--- src/design/mfps_pkg.sv ---
// Package for the minimum falling path sum block.
// Holds the sum type, neighbour control struct, saturation limits, configuration width and defaults.
// No dependencies.
package mfps_pkg;

    localparam int SUM_W = 24;
    localparam int CFG_W = 8;
    localparam int DEF_MAX_SIZE = 128;
    localparam int DEF_CELL_BITS = 16;
    localparam int SUM_MAX = 8388607;
    localparam int SUM_MIN = -8388608;

    typedef logic signed [SUM_W-1:0] sum_t;

    typedef struct packed {
        logic first_row;
        logic has_left;
        logic has_right;
    } nbr_ctl_t;

endpackage

--- src/design/mfps_ram.sv ---
// Generic single-write, single-read synchronous RAM with registered read data.
// The read data register holds its value while no read is issued.
// No dependencies.
module mfps_ram #(
    parameter int WIDTH = 24,
    parameter int DEPTH = 128,
    parameter int ADDR_W = (DEPTH > 1) ? $clog2(DEPTH) : 1
) (
    input  logic              clk,
    input  logic              wr_en,
    input  logic [ADDR_W-1:0] wr_addr,
    input  logic [WIDTH-1:0]  wr_data,
    input  logic              rd_en,
    input  logic [ADDR_W-1:0] rd_addr,
    output logic [WIDTH-1:0]  rd_data
);

    logic [WIDTH-1:0] mem [DEPTH];
    logic [WIDTH-1:0] rd_data_reg;

    always_ff @(posedge clk)
    begin
        if (wr_en)
        begin
            mem[wr_addr] <= wr_data;
        end
        if (rd_en)
        begin
            rd_data_reg <= mem[rd_addr];
        end
    end

    assign rd_data = rd_data_reg;

endmodule

--- src/design/mfps_sum.sv ---
// Path sum of one cell: minimum of up to three sums from the row above plus
// the cell value, saturated to the sum range. Depends on mfps_pkg.
module mfps_sum #(
    parameter int CELL_BITS = mfps_pkg::DEF_CELL_BITS
) (
    input  logic signed [CELL_BITS-1:0] cell_val,
    input  mfps_pkg::nbr_ctl_t          ctl,
    input  mfps_pkg::sum_t              up_sum,
    input  mfps_pkg::sum_t              left_sum,
    input  mfps_pkg::sum_t              right_sum,
    output mfps_pkg::sum_t              sum
);
    import mfps_pkg::*;

    localparam int EXT_W = ((CELL_BITS > SUM_W) ? CELL_BITS : SUM_W) + 1;
    localparam logic signed [EXT_W-1:0] HI = EXT_W'(SUM_MAX);
    localparam logic signed [EXT_W-1:0] LO = EXT_W'(SUM_MIN);

    sum_t                    best_lu;
    sum_t                    best;
    logic signed [EXT_W-1:0] total;

    always_comb
    begin
        best_lu = up_sum;
        if (ctl.has_left && (left_sum < best_lu))
        begin
            best_lu = left_sum;
        end
        best = best_lu;
        if (ctl.has_right && (right_sum < best))
        begin
            best = right_sum;
        end
        if (ctl.first_row)
        begin
            total = EXT_W'(cell_val);
        end
        else
        begin
            total = EXT_W'(cell_val) + EXT_W'(best);
        end
        if (total > HI)
        begin
            sum = SUM_W'(SUM_MAX);
        end
        else if (total < LO)
        begin
            sum = SUM_W'(SUM_MIN);
        end
        else
        begin
            sum = SUM_W'(total);
        end
    end

endmodule

--- src/design/min_falling_path_sum.sv ---
// Minimum falling path sum over a square matrix streamed in row-major order.
// Depends on mfps_pkg, mfps_ram and mfps_sum.
//
// One cell transfer is taken every clock cycle, back to back; only the final
// cell of a matrix waits while the previous result is still held unaccepted
// in the result register. The sum of a cell is formed combinationally during its
// transfer and the result of a matrix appears on m_tdata the cycle after its
// final cell. The previous row lives in one RAM with one read and one write
// port; the sum above-right is fetched one cell ahead and a just-written entry
// is forwarded, so the RAM port sets the rate at one cell per cycle for every
// matrix size. A write on the configuration channel sets the size (zero acts
// as one, values above MAX_SIZE act as MAX_SIZE) and restarts the matrix.
module min_falling_path_sum #(
    parameter int MAX_SIZE = mfps_pkg::DEF_MAX_SIZE,
    parameter int CELL_BITS = mfps_pkg::DEF_CELL_BITS
) (
    input  logic                                  clk,
    input  logic                                  rst_n,
    input  logic                                  s_tvalid,
    output logic                                  s_tready,
    // cell_value in [CELL_BITS-1:0], zero padding above.
    input  logic [((CELL_BITS + 7) / 8) * 8 - 1:0] s_tdata,
    output logic                                  m_tvalid,
    input  logic                                  m_tready,
    // min_sum in [23:0].
    output logic [mfps_pkg::SUM_W-1:0]            m_tdata,
    input  logic                                  cfg_valid,
    output logic                                  cfg_ready,
    input  logic [mfps_pkg::CFG_W-1:0]            cfg_data
);
    import mfps_pkg::*;

    localparam int CW = (MAX_SIZE > 1) ? $clog2(MAX_SIZE) : 1;

    logic [CW-1:0] col_reg, col_next;
    logic [CW-1:0] row_reg, row_next;
    logic [CW-1:0] last_reg, last_next;
    sum_t          run_min_reg, run_min_next;
    sum_t          first_sum_reg, first_sum_next;
    sum_t          cur_old_reg, cur_old_next;
    sum_t          left_reg, left_next;
    logic          fwd_reg, fwd_next;
    sum_t          fwd_data_reg, fwd_data_next;
    logic          out_valid_reg, out_valid_next;
    sum_t          out_data_reg, out_data_next;

    logic          accept;
    logic          last_col;
    logic          last_row;
    logic [CW:0]   col_plus2;
    logic          has_two;
    logic [CW-1:0] rd_addr;
    sum_t          ram_rdata;
    sum_t          nxt_val;
    sum_t          cur_val;
    sum_t          sum;
    nbr_ctl_t      ctl;
    logic [CW:0]   cfg_size;

    assign last_col = (col_reg == last_reg);
    assign last_row = (row_reg == last_reg);
    assign s_tready = !(out_valid_reg && !m_tready && last_col && last_row);
    assign accept = s_tvalid && s_tready;
    assign cfg_ready = 1'b1;
    assign m_tvalid = out_valid_reg;
    assign m_tdata = out_data_reg;

    assign nxt_val = fwd_reg ? fwd_data_reg : ram_rdata;
    assign cur_val = (col_reg == '0) ? first_sum_reg : cur_old_reg;

    assign ctl.first_row = (row_reg == '0);
    assign ctl.has_left = (col_reg != '0);
    assign ctl.has_right = !last_col;

    assign col_plus2 = {1'b0, col_reg} + (CW + 1)'(2);
    assign has_two = (col_plus2 <= {1'b0, last_reg});

    always_comb
    begin
        if (last_col)
        begin
            rd_addr = (last_reg != '0) ? CW'(1) : '0;
        end
        else if (has_two)
        begin
            rd_addr = col_plus2[CW-1:0];
        end
        else
        begin
            rd_addr = '0;
        end
    end

    mfps_ram #(
        .WIDTH (SUM_W),
        .DEPTH (MAX_SIZE),
        .ADDR_W(CW)
    ) u_row_ram (
        .clk    (clk),
        .wr_en  (accept),
        .wr_addr(col_reg),
        .wr_data(sum),
        .rd_en  (accept),
        .rd_addr(rd_addr),
        .rd_data(ram_rdata)
    );

    mfps_sum #(
        .CELL_BITS(CELL_BITS)
    ) u_sum (
        .cell_val ($signed(s_tdata[CELL_BITS-1:0])),
        .ctl      (ctl),
        .up_sum   (cur_val),
        .left_sum (left_reg),
        .right_sum(nxt_val),
        .sum      (sum)
    );

    always_comb
    begin
        if (cfg_data == '0)
        begin
            cfg_size = (CW + 1)'(1);
        end
        else if (int'(cfg_data) > MAX_SIZE)
        begin
            cfg_size = (CW + 1)'(MAX_SIZE);
        end
        else
        begin
            cfg_size = (CW + 1)'(cfg_data);
        end
    end

    always_comb
    begin
        col_next = col_reg;
        row_next = row_reg;
        last_next = last_reg;
        run_min_next = run_min_reg;
        first_sum_next = first_sum_reg;
        cur_old_next = cur_old_reg;
        left_next = left_reg;
        fwd_next = fwd_reg;
        fwd_data_next = fwd_data_reg;
        out_valid_next = out_valid_reg && !m_tready;
        out_data_next = out_data_reg;

        if (cfg_valid)
        begin
            last_next = CW'(cfg_size - (CW + 1)'(1));
            col_next = '0;
            row_next = '0;
            run_min_next = SUM_W'(SUM_MAX);
        end
        else if (accept)
        begin
            fwd_next = (rd_addr == col_reg);
            fwd_data_next = sum;
            cur_old_next = nxt_val;
            left_next = cur_val;
            if (col_reg == '0)
            begin
                first_sum_next = sum;
            end
            if (last_row && (sum < run_min_reg))
            begin
                run_min_next = sum;
            end
            if (!last_col)
            begin
                col_next = CW'(col_reg + CW'(1));
            end
            else
            begin
                col_next = '0;
                if (!last_row)
                begin
                    row_next = CW'(row_reg + CW'(1));
                end
                else
                begin
                    row_next = '0;
                    run_min_next = SUM_W'(SUM_MAX);
                    out_valid_next = 1'b1;
                    out_data_next = (sum < run_min_reg) ? sum : run_min_reg;
                end
            end
        end
    end

    always_ff @(posedge clk or negedge rst_n)
    begin
        if (!rst_n)
        begin
            col_reg <= '0;
            row_reg <= '0;
            last_reg <= CW'(MAX_SIZE - 1);
            run_min_reg <= SUM_W'(SUM_MAX);
            fwd_reg <= 1'b0;
            out_valid_reg <= 1'b0;
        end
        else
        begin
            col_reg <= col_next;
            row_reg <= row_next;
            last_reg <= last_next;
            run_min_reg <= run_min_next;
            fwd_reg <= fwd_next;
            out_valid_reg <= out_valid_next;
        end
    end

    always_ff @(posedge clk)
    begin
        first_sum_reg <= first_sum_next;
        cur_old_reg <= cur_old_next;
        left_reg <= left_next;
        fwd_data_reg <= fwd_data_next;
        out_data_reg <= out_data_next;
    end

endmodule

--- config.mk ---
export PLATFORM = sky130hd
export DESIGN_NAME = min_falling_path_sum
export DESIGN_NICKNAME = d
export VERILOG_FILES = /design/src/design/mfps_pkg.sv /design/src/design/mfps_ram.sv /design/src/design/mfps_sum.sv /design/src/design/min_falling_path_sum.sv
export SDC_FILE = /design/constraint.sdc
export NUM_CORES = 2
export LEC_CHECK = 0
export BUFFER_PORTS_ARGS = -buffer_cell sky130_fd_sc_hd__buf_2
export CAP_MARGIN = 20
export CORE_AREA = 2 2 494 398
export DETAILED_ROUTE_END_ITERATION = 7
export DIE_AREA = 0 0 496 400
export MAX_ROUTING_LAYER = met4
export PLACE_DENSITY_LB_ADDON = 0.15
export SLEW_MARGIN = 20
export SYNTH_ARGS = -nofsm -noshare
export SYNTH_HDL_FRONTEND = slang
export SYNTH_SLANG_ARGS = --single-unit
--- constraint.sdc ---
create_clock -name clk -period 47.6 [get_ports clk]
set_input_delay 7.14 -clock clk [delete_from_list [all_inputs] [get_ports clk]]
set_output_delay 7.14 -clock clk [all_outputs]
set_load 0.01 [all_outputs]
# Word-level counts from Yosys, hierarchy flattened
# Memories as Yosys holds them, arrays and structs flattened. A register that Yosys moved wholly into a read port is not among the register bits.
# Cells that the tools add are included.
op_classes:
  reduce_logical: 21
  add_sub_neg: 5
  mux: 31
  n_bitwise: 1
  magnitude_cmp: 7
  eq_ne: 3
op_table:
  columns: ["cell", "n"]
  rows:
  - ["2-to-1 mux 24 bit", 12]
  - ["2-to-1 mux 7 bit", 11]
  - ["< comparator 24 bit", 3]
  - ["adder 16 x 24 -> 25 bit", 1]
  - ["> comparator 25 x 24 -> 1 bit, second input constant", 1]
  - ["< comparator 25 x 24 -> 1 bit, second input constant", 1]
  - ["2-to-1 mux 25 bit", 1]
  - ["== test 7 bit", 3]
  - ["adder 7 x 1 -> 7 bit, second input constant", 2]
  - ["logical NOT 7 bit", 2]
  - ["nonzero test 7 bit", 2]
  - ["adder 7 x 2 -> 8 bit, second input constant", 1]
  - ["> comparator 8 bit, second input constant", 1]
  - ["<= comparator 8 x 7 -> 1 bit", 1]
  - ["logical NOT 8 bit", 1]
  - ["logical AND 1 bit", 7]
  - ["2-to-1 mux 1 bit", 7]
  - ["subtractor 7 x 1 -> 7 bit, second input constant", 1]
  - ["AND reduction 2 bit", 2]
  - ["AND reduction 4 bit", 1]
  - ["nonzero test 2 bit", 2]
  - ["logical NOT 1 bit", 3]
  - ["AND reduction 3 bit", 1]
  - ["inverter 1 bit", 1]
word_totals:
  mem_count: 1
  reg_bits: 167
  ram_bits: 3072
mem_list:
  columns: ["name", "depth", "word_bits", "read_ports", "rd_ports_with_merged_regs", "write_ports", "line", "source"]
  rows:
  - ["u_row_ram.mem", 128, 24, 1, 1, 1, "mfps_ram.sv:18", "logic [WIDTH-1:0] mem [DEPTH];"]

# Depth between registers and ports, before layout
logic_depth:
  ltp_word: 20
  ltp_mapped: 60

# Cells and area by module
# Synthesis repeated with hierarchy kept, for this count alone.
unflattened:
  cells_unflattened: 5602
  area_unflattened_um2: 129043.8
modules_own_cells:
  columns: ["module", "cells_per_inst", "seq_area_each_um2", "area_per_inst_um2", "n_inst"]
  rows:
  - ["mfps_ram", 4538, 92969.2, 117621.6, 1]
  - ["min_falling_path_sum", 599, 4817.1, 8129.0, 1]
  - ["mfps_sum", 465, 0.0, 3293.2, 1]

# Least setup slack after synthesis
# Ideal clock, no wire load.
synth_timing:
  path_kind: "input-to-reg"
  from: "input s_tdata[0]"
  to: "register out_data_reg[12], in the netlist m_tdata[12], data pin"
  arrival_ns: 18.004
  t_required_ns: 47.328
  slack_ns: 29.324
  path_stages: 24
  path_buffers: 3
  cell_sequence: "ha_1 -> fa_1 -> a211oi_1 -> o211ai_1 -> a41oi_1 -> nor2_1 -> o21ai_0 -> a221oi_1 -> clkbuf_1 -> nor2_1 -> a21o_1 -> o21ai_0 -> ha_1 -> a21o_1 -> a21o_1 -> a21o_1 -> a21o_1 -> a211oi_1 -> o221a_2 -> and2_1 -> a311o_1 -> clkbuf_1 -> clkbuf_1 -> mux2_2"
synth_between:
  elab_chain_len: 7
synth_rtl:
  columns: ["element", "line", "source"]
  rows:
  - ["start, declared", "min_falling_path_sum.sv:22", "input logic [((CELL_BITS + 7) / 8) * 8 - 1:0] s_tdata,"]
  - ["adder 16 x 24 -> 25 bit", "mfps_sum.sv:41", "total = EXT_W'(cell_val) + EXT_W'(best);"]
  - ["2-to-1 mux 25 bit *", "mfps_sum.sv:35", "if (ctl.first_row)"]
  - ["< comparator 25 x 24 -> 1 bit", "mfps_sum.sv:47", "else if (total < LO)"]
  - ["2-to-1 mux 24 bit", "mfps_sum.sv:47", null]
  - ["2-to-1 mux 24 bit *", "mfps_sum.sv:43", "if (total > HI)"]
  - ["via sum[17]", "min_falling_path_sum.sv:56", "sum_t sum;"]
  - ["< comparator 24 bit *", "min_falling_path_sum.sv:186", "out_data_next = (sum < run_min_reg) ? sum : run_min_reg;"]
  - ["2-to-1 mux 24 bit *", "min_falling_path_sum.sv:186", null]
  - ["end signal, assigned", "min_falling_path_sum.sv:220", "out_data_reg <= out_data_next;"]
  - ["end, declared", "min_falling_path_sum.sv:45", "sum_t out_data_reg, out_data_next;"]
# The timed path passes the listed nets; every way through them passes the cells marked *.
# A chain may end at the register's enable or synchronous reset.

# Worst setup path after layout
layout_timing:
  from: "register col_reg[0]"
  to: "register run_min_reg[23]"
layout_between:
  elab_chain_len: 20
layout_rtl:
  columns: ["element", "line", "source"]
  rows:
  - ["start, declared", "min_falling_path_sum.sv:35", "logic [CW-1:0] col_reg, col_next;"]
  - ["start signal, assigned", "min_falling_path_sum.sv:205", "col_reg <= col_next;"]
  - ["logical NOT 7 bit *", "min_falling_path_sum.sv:69", "assign cur_val = (col_reg == '0) ? first_sum_reg : cur_old_reg;"]
  - ["2-to-1 mux 24 bit *", "min_falling_path_sum.sv:69", null]
  - ["via cur_val[23]", "min_falling_path_sum.sv:55", "sum_t cur_val;"]
  - ["< comparator 24 bit", "mfps_sum.sv:26", "if (ctl.has_left && (left_sum < best_lu))"]
  - ["logical AND 1 bit", "mfps_sum.sv:26", null]
  - ["2-to-1 mux 24 bit *", "mfps_sum.sv:26", null]
  - ["< comparator 24 bit", "mfps_sum.sv:31", "if (ctl.has_right && (right_sum < best))"]
  - ["logical AND 1 bit", "mfps_sum.sv:31", null]
  - ["(+6 left out)", null, null]
  - ["via sum[17]", "min_falling_path_sum.sv:56", null]
  - ["< comparator 24 bit *", "min_falling_path_sum.sv:166", "if (last_row && (sum < run_min_reg))"]
  - ["logical AND 1 bit *", "min_falling_path_sum.sv:166", null]
  - ["2-to-1 mux 24 bit *", "min_falling_path_sum.sv:166", null]
  - ["2-to-1 mux 24 bit", "min_falling_path_sum.sv:177", "if (!last_row)"]
  - ["2-to-1 mux 24 bit *", "min_falling_path_sum.sv:170", "if (!last_col)"]
  - ["2-to-1 mux 24 bit *", "min_falling_path_sum.sv:156", "else if (accept)"]
  - ["2-to-1 mux 24 bit *", "min_falling_path_sum.sv:149", "if (cfg_valid)"]
  - ["end signal, assigned", "min_falling_path_sum.sv:199", "run_min_reg <= SUM_W'(SUM_MAX);"]
  - ["end signal, assigned", "min_falling_path_sum.sv:208", "run_min_reg <= run_min_next;"]
  - ["end, declared", "min_falling_path_sum.sv:38", "sum_t run_min_reg, run_min_next;"]
# The timed path passes the listed nets; every way through them passes the cells marked *. The select of a mux whose other input is x is not followed.

==> flow_summary.json <==
{
  "cp_max_fo": 53,
  "layout-drive-gt1-share_pct": 14.5,
  "drcViolationCount": 0,
  "cp.arrival_ns": 17.19,
  "cts_buffers": 314,
  "cts_tree": "done",
  "synthXorXnorAreaFrac_pct": 0.287,
  "cts_setup_buffers": 0,
  "grt_busiest_layer": "met1",
  "postCtsResizedCells": 0,
  "regToRegStartpoint": "col_reg[0]",
  "fmax_mhz": 60.9,
  "drt_pass1_iterations": 8,
  "final.min_clock_period_ns": 16.43,
  "timing_hold_violations_final": 0,
  "total_leakage_power_nw": 49.5,
  "globalRouteTotalUtil_pct": 39.3,
  "detail_route.iter0.violations": 14300,
  "synth_seq_area_share_pct": 74.6,
  "preCtsSetupSlack_ns": 31.55,
  "worst_path_max_delay_cell": "mux2_2",
  "grt_pass1_vias": 75300,
  "worst_pin_slew_ns": 1.30,
  "hold_path_startpoint": "last_reg[1]",
  "mappedNetlistNets": 8612,
  "cellPowerDensity_nw_per_um2": 51.3,
  "maxSlewViolCount": 0,
  "io_pins": 56,
  "critPathRequiredTime_ns": 48.36,
  "max_slew_margin_pct": 12.7,
  "yosys-mux-area-fraction_pct": 6.77,
  "grt_antenna_before_repair": 23,
  "grt_start_max_net_pins": 184,
  "grt_remaining_overflow": 0,
  "core.rowCount": 145,
  "fp.coreArea_um2": 194000,
  "cts_hold_buf": 0,
  "finish.net_count": 8725,
  "swShare_pct": 28.4,
  "crit_top_cell": "a21o_1",
  "critical_path_class": "reg2reg",
  "netlist_area_um2": 131000,
  "reg2reg_depth": 51,
  "synth_compound_gate_area_share_pct": 5.28,
  "antenna_left": 0,
  "synth-async-reset-ratio_pct": 1.44,
  "timing.hold.ws_ns": 0.531,
  "synthToLayoutAreaGrowth_pct": 10.6,
  "crit_start": "col_reg[0]",
  "port_buffers": 54,
  "insertion_delay_ns": 0.94,
  "post_synth_and_or_nand_nor_area_fraction_pct": 10.1,
  "max_flop_register": "u_row_ram.mem",
  "floorplan.initialDensity_pct": 67.6,
  "internal_power_w": 0.00531,
  "clockPowerShare_pct": 31.6,
  "fin_tns_setup_ns": 0,
  "detail_route.wl_per_cell_um": 33.1,
  "vias": 80700,
  "clk_root_buffer_cell": "clkbuf_16",
  "ctsLongestPathBuffers": 4,
  "post_layout_nonfiller_instances": 11400,
  "timing.final.ws_setup_ns": 31.17,
  "timing.hold.worst.class": "reg2reg",
  "share_comb_of_total_power_pct": 18.0,
  "grt_use_met1_pct": 56.1,
  "routabilityCongestion": 0.977,
  "drt-vias-per-instance": 7.08,
  "number_of_enable_type_register_cells_in_the_synthesized_netlist": 3216,
  "ff2ff_setup_slack_ns": 31.17,
  "die_height_um": 400,
  "r2r-end": "run_min_reg[23]",
  "instance_count_of_the_mapped_netlist": 8474,
  "synth_top_family_by_area": "simple AND/OR/NAND/NOR gates",
  "cap_viol_max_count": 0,
  "p_total_w": 0.00743,
  "grt.met2_usage_pct": 54.2,
  "synthFlopType": "edfxtp_1",
  "end_of_the_worst_hold_path": "last_reg[1]",
  "postSynthRegisterBits": 3263,
  "routed_wl_um": 377000,
  "grt_first_pass_wirelength_um": 538000,
  "layout_worst_path_cycle_share_pct": 34.5,
  "dp_cells": 10800,
  "yosys_warnings": 0,
  "critical-path-max-stage-delay_ns": 0.82,
  "ctsHtreeMaxLevel": 5,
  "min_delay_path_depth": 2,
  "largest_reg_flops": 3072,
  "skew_ns": 0.0775,
  "status": "finished clean",
  "syn-mean-instance-area_um2": 15.5,
  "switching_power_w": 0.00211,
  "critPathLaunchType": "flop",
  "post_synth_fa_ha_maj_area_fraction_pct": 1.05,
  "yosysUniqueCellTypes": 80,
  "grt.met3_usage_pct": 11.8,
  "clkSinkCount": 3263,
  "die_width_um": 496,
  "part_of_the_total_power_dissipated_in_sequential_elements_pct": 50.3,
  "dp_hpwl_um": 208000,
  "clkSlewWorstSetupHoldPaths_ns": 0.07,
  "ir_worst_vdd_v": 0.0000817,
  "worst_setup_path_end_kind": "flop",
  "finalSetupViolCount": 0,
  "design.die.area_um2": 198000,
  "unrepaired_setup_endpoints_after_global_routing": "false"
}
==> worst max-delay path by stage <==
| stage | end | slack (ns) | cells past startpoint |
|---|---|---|---|
| 6_report | run_min_reg[23] | 31.17 | 51 |
| 5_1_grt | run_min_reg[23] | 30.25 | 51 |
| 3_5_place_dp | run_min_reg[23] | 31.55 | 51 |
| 4_1_cts | run_min_reg[23] | 31.43 | 51 |
| 2_1_floorplan | m_tdata[12] | 29.32 | 24 |
| 3_3_place_gp | run_min_reg[23] | 31.75 | 51 |
==> stage by stage <==
stage | util (%) | area [um^2]
floorplan | - | 131000
global placement | 69.9 | 135000
detailed placement | 69.9 | 135000
CTS | 74.7 | 145000
global route | 74.8 | 145000
finish | 74.8 | 145000
==> cells in the mapped netlist, drive strengths merged, types with 4 or more instances <==
cell	count	area share, %
edfxtp	3216	74
nand2	1709	4.9
nand3	651	2.5
clkbuf	391	1.1
mux4	286	4.9
mux2i	210	1.6
a31oi	198	0.95
nor2	196	0.56
and3	150	0.72
buf	139	0.53
a311oi	121	0.81
ha	108	1.0
a211oi	96	0.55
a32oi	96	0.64
inv	94	0.27
a22oi	92	0.53
and4	72	0.48
o21ai	60	0.23
a21oi	59	0.23
a21o	57	0.33
nand4	56	0.27
nor3	41	0.16
o211ai	31	0.18
dfstp	30	0.60
mux2	29	0.25
o21bai	27	0.15
or4	26	0.15
xnor2	24	0.16
o22a	23	0.15
o2bb2ai	22	0.15
xor2	19	0.13
dfrtp	17	0.32
nor2b	16	0.076
nand2b	15	0.072
o31ai	14	0.080
nor4	9	0.048
o21a	8	0.046
and2	6	0.029
or3	6	0.029
a221o	4	0.031
a41oi	4	0.027
and4b	4	0.031
==> kinds of logic after synthesis <==
family | Yosys count
DFF | 3263
and+or+nand+nor | 2968
AOI/OAI and AO/OA | 941
buffers and inverters | 624
muxes | 525
adders and majority gates | 109
xor gates and xnor gates | 43
other | 1
==> layout by cell type, fill, tap and decap left out, types with 29 or more instances in the layout <==
master,count
clkbuf_1,58
a31oi_1,193
edfxtp_1,3216
inv_1,94
clkinv_1,70
a311oi_1,121
nor2_2,118
nand3_1,650
mux4_2,286
dfstp_2,30
a22oi_1,92
nand4_1,56
o211ai_1,31
nand2_1,1704
and3_1,148
ha_1,108
a21oi_1,59
clkinv_2,40
a21o_1,54
a211oi_1,95
clkbuf_16,322
and4_1,72
mux2_2,29
a32oi_1,96
mux2i_1,210
o21ai_0,52
nor2_1,60
buf_4,260
buf_2,54
==> power by group through the flow <==
stage,Combinational [W],Sequential (W),Clock (W)
floorplan,0.000699,0.00393,0
global placement,0.00126,0.00379,0
detailed placement,0.00131,0.00380,0
CTS,0.00131,0.00374,0.00236
global route,0.00141,0.00374,0.00247
finish,0.00134,0.00374,0.00235
==> critical path, delay by kind of cell (launching register included) <==
| family | cells | cell delay, ns |
|---|---|---|
| compound gates | 22 | 5.39 |
| simple gates | 15 | 5.16 |
| mux | 3 | 1.76 |
| fa+ha+maj | 5 | 1.67 |
| buf+inv | 5 | 1.59 |
| flops | 1 | 0.54 |
| xor+xnor | 1 | 0.14 |
==> layer usage <==
layer	part of all wire, %	up-vias	wire length (um)
met3	15	900	57000
met1	37	40200	139000
met4	4.1	0	15400
met2	44	6597	166000
li1	-	33000	-
met5	0	-	0
==> layout make-up <==
class	count	area, um^2
fill	11100	48800
clock buffer	385	8340
antenna	24	60.1
tap	2572	3220
clock inverter	142	1040
inverter	94	353
multi-input combinational	4587	31600
timing repair buffer	327	2470
sequential	3263	97800
(Power assumes the default switching activity.)
